[config.mk]
export PLATFORM = sky130hd
export DESIGN_NAME = base64_lsb_first_codec_flat
export DESIGN_NICKNAME = d
export VERILOG_FILES = /design/src/hw/rtl/b64c_pkg.sv /design/src/hw/rtl/b64c_chan_if.sv /design/src/hw/rtl/b64c_front.sv /design/src/hw/rtl/b64c_queue.sv /design/src/hw/rtl/b64c_back.sv /design/src/hw/rtl/base64_lsb_first_codec.sv /design/src/flat_wrapper.sv
export SDC_FILE = /design/constraint.sdc
export NUM_CORES = 1
export LEC_CHECK = 0
export ABC_AREA = 1
export ABC_CLOCK_PERIOD_IN_PS = 4300
export BUFFER_PORTS_ARGS = -buffer_cell sky130_fd_sc_hd__buf_2
export CAP_MARGIN = 20
export CELL_PAD_IN_SITES_DETAIL_PLACEMENT = 1
export CELL_PAD_IN_SITES_GLOBAL_PLACEMENT = 1
export CORE_ASPECT_RATIO = 1.2
export CORE_MARGIN = 3
export CORE_UTILIZATION = 49
export CTS_BUF_LIST = sky130_fd_sc_hd__clkbuf_8
export DETAILED_ROUTE_END_ITERATION = 8
export MAX_ROUTING_LAYER = met4
export PLACE_DENSITY_LB_ADDON = 0.25
export SYNTH_ARGS = -nofsm -noshare
export SYNTH_HDL_FRONTEND = slang
export SYNTH_SLANG_ARGS = --single-unit
[constraint.sdc]
create_clock -name clk -period 4.3 [get_ports clk]
set_clock_uncertainty 0.2 [all_clocks]
set_input_delay 0.215 -clock clk [delete_from_list [all_inputs] [get_ports clk]]
set_output_delay 0.215 -clock clk [all_outputs]
set_load 0.05 [all_outputs]
[src/hw/rtl/b64c_pkg.sv]
// Shared types, constants and alphabet functions for the LSB-first base64 codec.
// Depends on nothing; every other file of the codec but b64c_chan_if imports it.
package b64c_pkg;

    // Width of the bit accumulator and of its fill count.
    localparam int ACC_W = 14;
    localparam int CNT_W = 4;

    // Default depth of the job queue between front and back.
    localparam int QUEUE_DEPTH_DEF = 2;

    // Direction register codes.
    localparam logic DIR_ENCODE = 1'b0;
    localparam logic DIR_DECODE = 1'b1;

    // Characters with a special place in the alphabet.
    localparam logic [7:0] CH_UPPER_A = 8'h41;
    localparam logic [7:0] CH_UPPER_Z = 8'h5A;
    localparam logic [7:0] CH_LOWER_A = 8'h61;
    localparam logic [7:0] CH_LOWER_Z = 8'h7A;
    localparam logic [7:0] CH_DIGIT_0 = 8'h30;
    localparam logic [7:0] CH_DIGIT_9 = 8'h39;
    localparam logic [7:0] CH_PLUS    = 8'h2B;
    localparam logic [7:0] CH_MINUS   = 8'h2D;

    // Symbol value returned for a character outside the alphabet.
    localparam logic [6:0] SYM_BAD = 7'd64;

    // One input item.
    typedef struct packed {
        logic [7:0] in_byte;
        logic       in_last;
    } item_t;

    // One result item.
    typedef struct packed {
        logic [7:0] out_byte;
        logic       out_last;
        logic       bad_char;
    } result_t;

    // Work handed from the front to the back: up to three raw values.
    // In encode mode each value holds a 6-bit symbol index.
    typedef struct packed {
        logic            encode;
        logic [1:0]      count;
        logic            last;
        logic            bad;
        logic [2:0][7:0] vals;
    } job_t;

    // Map a character to its symbol value, or SYM_BAD when it is not in the set.
    function automatic logic [6:0] char_value(input logic [7:0] c);
        logic [6:0] v;
        v = SYM_BAD;
        if (c >= CH_UPPER_A && c <= CH_UPPER_Z) begin
            v = 7'(c - CH_UPPER_A);
        end else if (c >= CH_LOWER_A && c <= CH_LOWER_Z) begin
            v = 7'(c - CH_LOWER_A + 8'd26);
        end else if (c >= CH_DIGIT_0 && c <= CH_DIGIT_9) begin
            v = 7'(c - CH_DIGIT_0 + 8'd52);
        end else if (c == CH_PLUS) begin
            v = 7'd62;
        end else if (c == CH_MINUS) begin
            v = 7'd63;
        end
        return v;
    endfunction

    // Map a 6-bit symbol value to its alphabet character.
    function automatic logic [7:0] sym_char(input logic [5:0] s);
        logic [7:0] c;
        if (s < 6'd26) begin
            c = CH_UPPER_A + {2'd0, s};
        end else if (s < 6'd52) begin
            c = CH_LOWER_A + {2'd0, s} - 8'd26;
        end else if (s < 6'd62) begin
            c = CH_DIGIT_0 + {2'd0, s} - 8'd52;
        end else if (s == 6'd62) begin
            c = CH_PLUS;
        end else begin
            c = CH_MINUS;
        end
        return c;
    endfunction

endpackage

[src/hw/rtl/b64c_chan_if.sv]
// Valid/ready channel interface used for requests, results and configuration.
// Depends on nothing; the payload type is a parameter.
interface b64c_chan_if #(
    parameter type payload_t = logic
) ();
    logic     valid;
    logic     ready;
    payload_t data;

    modport source (output valid, output data, input ready);
    modport sink   (input valid, input data, output ready);
endinterface

[src/hw/rtl/b64c_front.sv]
// Front of the codec: accepts requests, holds the bit accumulator and the
// direction register, and turns each request that yields results into a job. Uses b64c_pkg.
module b64c_front (
    input  logic            clk,
    input  logic            rst_n,
    b64c_chan_if.sink       items,
    b64c_chan_if.sink       cfg,
    output logic            job_valid,
    input  logic            job_ready,
    output b64c_pkg::job_t  job
);
    import b64c_pkg::*;

    logic             dir_reg;
    logic [ACC_W-1:0] acc_reg, acc_next;
    logic [CNT_W-1:0] cnt_reg, cnt_next;

    logic             item_fire;
    logic             cfg_fire;
    logic             in_last;
    logic [7:0]       in_byte;

    // Encode path signals.
    logic [2:0]       enc_shift;
    logic [ACC_W-1:0] enc_word;
    logic [3:0]       enc_total;
    logic             enc_two;
    logic [3:0]       enc_rem;
    logic [17:0]      enc_ext;
    logic [ACC_W-1:0] enc_rest;
    logic             enc_flush;

    // Decode path signals.
    logic [6:0]       dec_val;
    logic             dec_bad;
    logic [2:0]       dec_shift;
    logic [ACC_W-1:0] dec_word;
    logic [3:0]       dec_total;
    logic             dec_one;
    logic [3:0]       dec_rem;
    logic [ACC_W-1:0] dec_rest;
    logic [7:0]       dec_mask;
    logic [7:0]       dec_tail;
    logic             dec_flush;

    assign in_byte   = items.data.in_byte;
    assign in_last   = items.data.in_last;
    assign items.ready = job_ready;
    assign cfg.ready   = 1'b1;
    assign item_fire = items.valid && job_ready;
    assign cfg_fire  = cfg.valid;

    // Encode: append eight bits, then cut off one or two full symbols.
    always_comb
    begin
        enc_shift = (cnt_reg > 4'd5) ? 3'd5 : cnt_reg[2:0];
        enc_word  = acc_reg | 14'({6'd0, in_byte} << enc_shift);
        enc_total = {1'b0, enc_shift} + 4'd8;
        enc_two   = (enc_total >= 4'd12);
        enc_rem   = enc_two ? (enc_total - 4'd12) : (enc_total - 4'd6);
        enc_ext   = {4'd0, enc_word};
        enc_rest  = enc_two ? (enc_word >> 12) : (enc_word >> 6);
        enc_flush = in_last && (enc_rem != 4'd0);
    end

    // Decode: append six bits, then cut off at most one full byte.
    always_comb
    begin
        dec_val   = char_value(in_byte);
        dec_bad   = dec_val[6];
        dec_shift = (cnt_reg > 4'd7) ? 3'd7 : cnt_reg[2:0];
        dec_word  = acc_reg | 14'({8'd0, dec_val[5:0]} << dec_shift);
        dec_total = {1'b0, dec_shift} + 4'd6;
        dec_one   = (dec_total >= 4'd8);
        dec_rem   = dec_one ? (dec_total - 4'd8) : dec_total;
        dec_rest  = dec_one ? (dec_word >> 8) : dec_word;
        dec_mask  = ~(8'hFF << dec_rem[2:0]);
        dec_tail  = dec_rest[7:0] & dec_mask;
        dec_flush = in_last && (dec_rem != 4'd0);
    end

    // Build the job and the next accumulator state.
    always_comb
    begin
        job.encode = (dir_reg == DIR_ENCODE);
        job.last   = in_last;
        job.bad    = 1'b0;
        job.vals   = '0;
        job.count  = 2'd0;
        acc_next   = acc_reg;
        cnt_next   = cnt_reg;
        if (dir_reg == DIR_ENCODE) begin
            job.vals[0] = {2'd0, enc_ext[5:0]};
            job.vals[1] = {2'd0, enc_ext[11:6]};
            job.vals[2] = {2'd0, enc_ext[17:12]};
            job.count   = enc_two ? (enc_flush ? 2'd3 : 2'd2)
                                  : (enc_flush ? 2'd2 : 2'd1);
            acc_next    = enc_rest;
            cnt_next    = enc_rem;
        end else if (dec_bad) begin
            job.bad   = 1'b1;
            job.count = 2'd1;
            acc_next  = '0;
            cnt_next  = '0;
        end else begin
            if (dec_one) begin
                job.vals[0] = dec_word[7:0];
                job.vals[1] = dec_tail;
            end else begin
                job.vals[0] = dec_tail;
            end
            job.count = {1'b0, dec_one} + {1'b0, dec_flush};
            acc_next  = dec_rest;
            cnt_next  = dec_rem;
        end
        if (in_last) begin
            acc_next = '0;
            cnt_next = '0;
        end
    end

    // Requests that produce no result are absorbed without a job.
    assign job_valid = items.valid && (job.count != 2'd0);

    // Direction register and accumulator state.
    always_ff @(posedge clk or negedge rst_n)
    begin
        if (!rst_n) begin
            dir_reg <= DIR_ENCODE;
            acc_reg <= '0;
            cnt_reg <= '0;
        end else if (cfg_fire) begin
            dir_reg <= cfg.data;
            acc_reg <= '0;
            cnt_reg <= '0;
        end else if (item_fire) begin
            acc_reg <= acc_next;
            cnt_reg <= cnt_next;
        end
    end

endmodule

[src/hw/rtl/b64c_queue.sv]
// Short job queue that lets the front and the back stall independently.
// Uses b64c_pkg for the job type.
module b64c_queue #(
    parameter int DEPTH = b64c_pkg::QUEUE_DEPTH_DEF
) (
    input  logic            clk,
    input  logic            rst_n,
    input  logic            push_valid,
    output logic            push_ready,
    input  b64c_pkg::job_t  push_data,
    output logic            pop_valid,
    input  logic            pop_ready,
    output b64c_pkg::job_t  pop_data
);
    import b64c_pkg::*;

    localparam int PTR_W = (DEPTH > 1) ? $clog2(DEPTH) : 1;
    localparam int FILL_W = $clog2(DEPTH + 1);

    job_t              mem [DEPTH];
    logic [PTR_W-1:0]  wr_ptr_reg, wr_ptr_next;
    logic [PTR_W-1:0]  rd_ptr_reg, rd_ptr_next;
    logic [FILL_W-1:0] fill_reg, fill_next;
    logic              push_fire;
    logic              pop_fire;

    assign push_ready = (fill_reg != FILL_W'(DEPTH));
    assign pop_valid  = (fill_reg != '0);
    assign pop_data   = mem[rd_ptr_reg];
    assign push_fire  = push_valid && push_ready;
    assign pop_fire   = pop_valid && pop_ready;

    // Pointer and fill count update.
    always_comb
    begin
        wr_ptr_next = wr_ptr_reg;
        rd_ptr_next = rd_ptr_reg;
        fill_next   = fill_reg;
        if (push_fire) begin
            wr_ptr_next = (wr_ptr_reg == PTR_W'(DEPTH - 1)) ? '0 : wr_ptr_reg + PTR_W'(1);
        end
        if (pop_fire) begin
            rd_ptr_next = (rd_ptr_reg == PTR_W'(DEPTH - 1)) ? '0 : rd_ptr_reg + PTR_W'(1);
        end
        if (push_fire && !pop_fire) begin
            fill_next = fill_reg + FILL_W'(1);
        end else if (pop_fire && !push_fire) begin
            fill_next = fill_reg - FILL_W'(1);
        end
    end

    always_ff @(posedge clk or negedge rst_n)
    begin
        if (!rst_n) begin
            wr_ptr_reg <= '0;
            rd_ptr_reg <= '0;
            fill_reg   <= '0;
        end else begin
            wr_ptr_reg <= wr_ptr_next;
            rd_ptr_reg <= rd_ptr_next;
            fill_reg   <= fill_next;
        end
    end

    // Job storage.
    always_ff @(posedge clk)
    begin
        if (push_fire) begin
            mem[wr_ptr_reg] <= push_data;
        end
    end

endmodule

[src/hw/rtl/b64c_back.sv]
// Back of the codec: takes jobs from the queue and sends their results one
// per cycle, while the result side takes them, through an output register. Uses b64c_pkg.
module b64c_back (
    input  logic            clk,
    input  logic            rst_n,
    input  logic            job_valid,
    output logic            job_ready,
    input  b64c_pkg::job_t  job,
    b64c_chan_if.source     results
);
    import b64c_pkg::*;

    job_t    cur_reg;
    logic    cur_valid_reg;
    logic [1:0] idx_reg;
    logic    out_valid_reg;
    result_t out_reg;

    logic    slot_free;
    logic    emit;
    logic    is_final;
    logic    cur_done;
    logic    take_job;
    logic [7:0] cur_val;
    result_t res;

    assign slot_free = !out_valid_reg || results.ready;
    assign emit      = cur_valid_reg && slot_free;
    assign is_final  = (idx_reg == cur_reg.count - 2'd1);
    assign cur_done  = emit && is_final;
    assign job_ready = !cur_valid_reg || cur_done;
    assign take_job  = job_valid && job_ready;

    // Select the raw value of the current result.
    always_comb
    begin
        unique case (idx_reg)
            2'd0:    cur_val = cur_reg.vals[0];
            2'd1:    cur_val = cur_reg.vals[1];
            2'd2:    cur_val = cur_reg.vals[2];
            default: cur_val = 8'd0;
        endcase
    end

    // Form the result, mapping symbols to characters when encoding.
    always_comb
    begin
        res.out_byte = cur_reg.encode ? sym_char(cur_val[5:0]) : cur_val;
        res.out_last = cur_reg.last && is_final;
        res.bad_char = cur_reg.bad;
    end

    // Current job and result index.
    always_ff @(posedge clk or negedge rst_n)
    begin
        if (!rst_n) begin
            cur_valid_reg <= 1'b0;
            idx_reg       <= '0;
        end else if (take_job) begin
            cur_valid_reg <= 1'b1;
            idx_reg       <= '0;
        end else if (cur_done) begin
            cur_valid_reg <= 1'b0;
        end else if (emit) begin
            idx_reg <= idx_reg + 2'd1;
        end
    end

    always_ff @(posedge clk)
    begin
        if (take_job) begin
            cur_reg <= job;
        end
    end

    // Output register.
    always_ff @(posedge clk or negedge rst_n)
    begin
        if (!rst_n) begin
            out_valid_reg <= 1'b0;
        end else if (emit) begin
            out_valid_reg <= 1'b1;
        end else if (results.ready) begin
            out_valid_reg <= 1'b0;
        end
    end

    always_ff @(posedge clk)
    begin
        if (emit) begin
            out_reg <= res;
        end
    end

    assign results.valid = out_valid_reg;
    assign results.data  = out_reg;

endmodule

[src/hw/rtl/base64_lsb_first_codec.sv]
// Top level of the LSB-first, unpadded base64 codec: front, job queue, back.
// Depends on b64c_pkg, b64c_chan_if, b64c_front, b64c_queue and b64c_back.
//
//   Channel   Direction  Payload                          Request taken when
//   items     in         in_byte[7:0], in_last            items.valid && items.ready
//   results   out        out_byte[7:0], out_last, bad_char results.valid && results.ready
//   cfg       in         direction (1 bit)                cfg.valid && cfg.ready
//
// A request is taken whenever the job queue has room; it yields zero to three
// results, sent at one per cycle, while the result side takes them, from a single
// output register. Encoding is bound by that result rate: three bytes yield four
// symbols in a long message; decoding keeps up with a request every cycle while
// the result side takes every result.
// Reset clears the accumulator and selects encoding; there is no clearing pass.
// The output register and the queue let either side stall without losing data.
module base64_lsb_first_codec #(
    parameter int QUEUE_DEPTH = b64c_pkg::QUEUE_DEPTH_DEF
) (
    input  logic        clk,
    input  logic        rst_n,
    b64c_chan_if.sink   items,
    b64c_chan_if.source results,
    b64c_chan_if.sink   cfg
);
    import b64c_pkg::*;

    logic f_job_valid;
    logic f_job_ready;
    job_t f_job;
    logic q_pop_valid;
    logic q_pop_ready;
    job_t q_pop_job;

    // Front: accepts requests and builds jobs.
    b64c_front u_front (
        .clk       (clk),
        .rst_n     (rst_n),
        .items     (items),
        .cfg       (cfg),
        .job_valid (f_job_valid),
        .job_ready (f_job_ready),
        .job       (f_job)
    );

    // Queue between front and back.
    b64c_queue #(
        .DEPTH (QUEUE_DEPTH)
    ) u_queue (
        .clk        (clk),
        .rst_n      (rst_n),
        .push_valid (f_job_valid),
        .push_ready (f_job_ready),
        .push_data  (f_job),
        .pop_valid  (q_pop_valid),
        .pop_ready  (q_pop_ready),
        .pop_data   (q_pop_job)
    );

    // Back: sends the results of each job.
    b64c_back u_back (
        .clk       (clk),
        .rst_n     (rst_n),
        .job_valid (q_pop_valid),
        .job_ready (q_pop_ready),
        .job       (q_pop_job),
        .results   (results)
    );

    // An error result never carries a data byte.
    assert property (@(posedge clk) disable iff (!rst_n)
        results.valid && results.data.bad_char |-> results.data.out_byte == 8'd0)
        else $error("error result with nonzero byte");

    // Every job in the queue produces at least one result.
    assert property (@(posedge clk) disable iff (!rst_n)
        q_pop_valid |-> q_pop_job.count != 2'd0)
        else $error("empty job reached the back");

    // An error job holds exactly one result.
    assert property (@(posedge clk) disable iff (!rst_n)
        q_pop_valid && q_pop_job.bad |-> q_pop_job.count == 2'd1)
        else $error("error job with more than one result");

endmodule

[src/flat_wrapper.sv]
// flat-port wrapper written by rule: the top's interface ports become plain ports
module base64_lsb_first_codec_flat import b64c_pkg::*;
#(
    parameter int QUEUE_DEPTH = b64c_pkg::QUEUE_DEPTH_DEF
)
  (clk, rst_n, items_valid, items_data, items_ready, results_valid, results_data, results_ready, cfg_valid, cfg_data, cfg_ready);
  b64c_chan_if #(.payload_t(item_t)) items_i ();
  b64c_chan_if #(.payload_t(result_t)) results_i ();
  b64c_chan_if #(.payload_t(logic)) cfg_i ();
  input  logic clk;
  input  logic rst_n;
  input wire logic [$bits(items_i.valid)-1:0] items_valid;
  input wire logic [$bits(items_i.data)-1:0] items_data;
  output wire logic [$bits(items_i.ready)-1:0] items_ready;
  output wire logic [$bits(results_i.valid)-1:0] results_valid;
  output wire logic [$bits(results_i.data)-1:0] results_data;
  input wire logic [$bits(results_i.ready)-1:0] results_ready;
  input wire logic [$bits(cfg_i.valid)-1:0] cfg_valid;
  input wire logic [$bits(cfg_i.data)-1:0] cfg_data;
  output wire logic [$bits(cfg_i.ready)-1:0] cfg_ready;
  assign items_i.valid = items_valid;
  assign items_i.data = items_data;
  assign items_ready = items_i.ready;
  assign results_valid = results_i.valid;
  assign results_data = results_i.data;
  assign results_i.ready = results_ready;
  assign cfg_i.valid = cfg_valid;
  assign cfg_i.data = cfg_data;
  assign cfg_ready = cfg_i.ready;
  base64_lsb_first_codec #(.QUEUE_DEPTH(QUEUE_DEPTH)) u_core (.clk(clk), .rst_n(rst_n), .items(items_i), .results(results_i), .cfg(cfg_i));
endmodule
==> impl_results.md <==
* Final WL at 18700 um
* Fin crit share at 0.863
* Core box area at 0.0122 mm^2
* Largest net degree at the start of global routing at 27
* H-Tree Depth at 3
* Worst Path Required at 4.10 ns
* RSZ-0062 raised after global routing: no
* Final Cell Area at 0.00669 mm^2
* Final core occ at 0.550
* Total GRT Usage at 0.290
* Initial antenna violation count at 0
* Transition time of the tightest slew-check pin at 0.909 ns
* Die height at 129 um
* Area delta synth->final at 9.08%
* TritonCTS clock tree: done
* Avg WL per Cell at 19.8 um
* Cts bufs inserted at 9
* First-pass GRT wire length at 29900 um
* Initial core utilization at 0.504
* Row Count at 44
* Cells after Synth at 742
* Hold crit path type: input port to register
* Critical path's slowest cell: inv_1
* Seq cells post-synth at 102
* Status: complete, no violations
* Net count, final at 817
* Register-to-register setup slack at 0.59 ns
* GRT overflow at 0
* Synth unique cells at 46
* Number of flip-flops in the largest register at 44
* Slew Limit Fails at 0
* Maximum root-to-sink buffer count at 2
* Drt first-iter violations at 330
* Clock sinks at 102
* # DRC at 0
* Buf/Inv on CP at 3
* Maxcap violations at 0
* Worst skew pair latency at 0.37 ns
* PD cells at 606 mW/mm^2
* Die X at 108 um
* Layout cells sized above 1 at 0.0972
* IO Pins at 28
* Vias at 5244
* Gpl congestion at 0.933
* Synth warn at 0
* Post-Place Cell Area at 0.00643 mm^2
* Setup CP Type: register to register
* CP Capture Type: register
* Maximum clock frequency at 269 MHz
* Final hold violations at 0
* Main synth FF type: edfxtp_1
* Resized cells post-CTS at 0
* Max IR drop VDD at 0.310 mV
* Root buf cell: clkbuf_8
* Post-Syn Area at 0.00613 mm^2
* Final ANT Viol Nets at 0
* First-pass iteration count of the detailed router at 4
* Register area share after synthesis at 0.478
* Crit path max fanout at 22
* CP Launch Type: register
* Number of synthesized flops with an enable pin at 76
* Ant. Diodes at 0
* Vias in the first global route at 5559
* Rel. slew slack at 0.393
* Hold Slack at 0.0226 ns
* CP Cell Sequence: inv_1 > nand2_2 > nor2_2 > ha_1 > nand2_1 > o21ai_0 > ha_1 > o21ai_2 > o21ai_4 > inv_2 > nand2_2 > inv_1
* FILL cells at 1498
* Cell family with most CP delay: buffers and inverters
* PortBufs at 26
* Post-layout min period at 3.71 ns
* Final setup fails at 0
* Slowest stage delay, CP at 0.64 ns
* Async SR Flop Fraction at 0.255
* DP HPWL at 14700 um
* DR vias/cell at 5.56
* Setup TNS at 0 ns
* Total die area at 0.0139 mm^2
* Leakage at 3.04 nW
* Arr. time, crit path at 3.51 ns
* Mapped Avg Cell Area at 8.27 um^2
* Clk slew on worst S/H paths at 0.11 ns
-- kinds of logic after synthesis --
kind of cell,count (synthesis),share of synthesized area
flops,102,0.478
xor+xnor,15,0.0214
buf+inv,110,0.0712
simple gates,375,0.266
fa+ha+maj,25,0.0510
compound gates,113,0.111
other cells,2,0.00122
-- through the flow --
step	total power [mW]	instances	worst slack, ns
floorplan	2.89	745	0.567
global placement	3.29	921	0.805
detailed placement	3.44	921	0.653
CTS	4.06	943	0.620
global route	4.33	943	0.351
finish	4.06	943	0.589
-- final cells by class --
class / instances / area (um^2) / area share
tap: 161 / 201 / 0.0301
clock inverter: 7 / 73.8 / 0.0110
inverter: 94 / 355 / 0.0531
sequential: 102 / 2930 / 0.438
clock buffer: 9 / 124 / 0.0185
multi-input combinational: 533 / 2780 / 0.415
timing repair buffer: 37 / 228 / 0.0340
-- metal layers --
metal	part of all wire	GRT usage	vias to the layer above
met3	0.029	0.0381	27
li1	-	-	2540
met2	0.53	0.520	106
met1	0.42	0.343	2571
met4	0.021	0.0736	0
met5	0	-	-
-- worst reg2reg max path, stage by stage, from the launching register on --
cell and delay [ns]:
dfrtp_1 0.38, inv_1 0.17, nand2_2 0.30, nor2_2 0.41, ha_1 0.31, nand2_1 0.07, o21ai_0 0.11, ha_1 0.22
o21ai_2 0.26, o21ai_4 0.12, inv_2 0.09, nand2_2 0.06, inv_1 0.64
-- final timing paths --
kind                       cells after the start                            end                 startpoint
setup / recovery                              12       u_core.u_queue.mem[0][7]  u_core.u_front.cnt_reg[2]
hold / removal                                 4      u_core.u_front.acc_reg[2]                  cfg_valid
setup reg to reg                              12       u_core.u_queue.mem[0][7]  u_core.u_front.cnt_reg[2]
hold reg to reg                                0  u_core.u_back.results.data[0]  u_core.u_back.cur_reg[24]
max in group asynchronous                      2      u_core.u_front.cnt_reg[3]                      rst_n
min in group asynchronous                      2    u_core.u_back.results.valid                      rst_n
-- timing repair --
item | in CTS | in global routing
setup endpoints to repair | 0 | 0
endpoints found under the hold margin | 30 | 0
hold buffers | 6 | 0
buffers inserted | 0 | 0
-- power by group --
group	switching (mW)	internal (mW)
clock	0.382	0.232
combinational	1.31	0.495
sequential	0.155	1.49
-- cell usage in the layout (no fill, tap or decap), types with 3 or more instances in the layout --
cell	n
a21oi_1	21
a22o_1	5
a22oi_1	3
a31oi_1	3
buf_2	26
buf_4	5
clkbuf_8	9
conb_1	5
dfrtp_1	26
dlygate4sd3_1	6
edfxtp_1	76
ha_1	25
inv_1	86
inv_2	5
inv_6	4
nand2_1	239
nand2_2	6
nand2_4	3
nand3_1	59
nand4_1	13
nor2_1	41
nor2_2	5
o211ai_1	10
o21ai_0	50
o22ai_1	7
xnor2_1	6
xor2_1	9
-- cell usage after synthesis (2+ instances only) --
cell | instances | share of area
a21oi_1 | 21 | 0.017
a22o_1 | 5 | 0.0071
a22oi_1 | 3 | 0.0037
a31oi_1 | 3 | 0.0031
a32oi_1 | 2 | 0.0029
buf_2 | 2 | 0.0016
buf_4 | 3 | 0.0037
clkbuf_1 | 10 | 0.0061
clkinv_1 | 2 | 0.0012
conb_1 | 2 | 0.0012
dfrtp_1 | 26 | 0.11
edfxtp_1 | 76 | 0.37
ha_1 | 25 | 0.051
inv_1 | 86 | 0.053
inv_2 | 5 | 0.0031
nand2_1 | 239 | 0.15
nand2_2 | 6 | 0.0061
nand2_4 | 3 | 0.0055
nand3_1 | 59 | 0.048
nand3b_1 | 2 | 0.0024
nand4_1 | 13 | 0.013
nor2_1 | 41 | 0.025
nor2_2 | 5 | 0.0051
o2111ai_1 | 2 | 0.0029
o211ai_1 | 10 | 0.012
o21ai_0 | 50 | 0.041
o21ai_2 | 2 | 0.0029
o221ai_1 | 2 | 0.0029
o22ai_1 | 7 | 0.0071
xnor2_1 | 6 | 0.0086
xor2_1 | 9 | 0.013
Note: power is estimated with default switching activity, not from simulation.
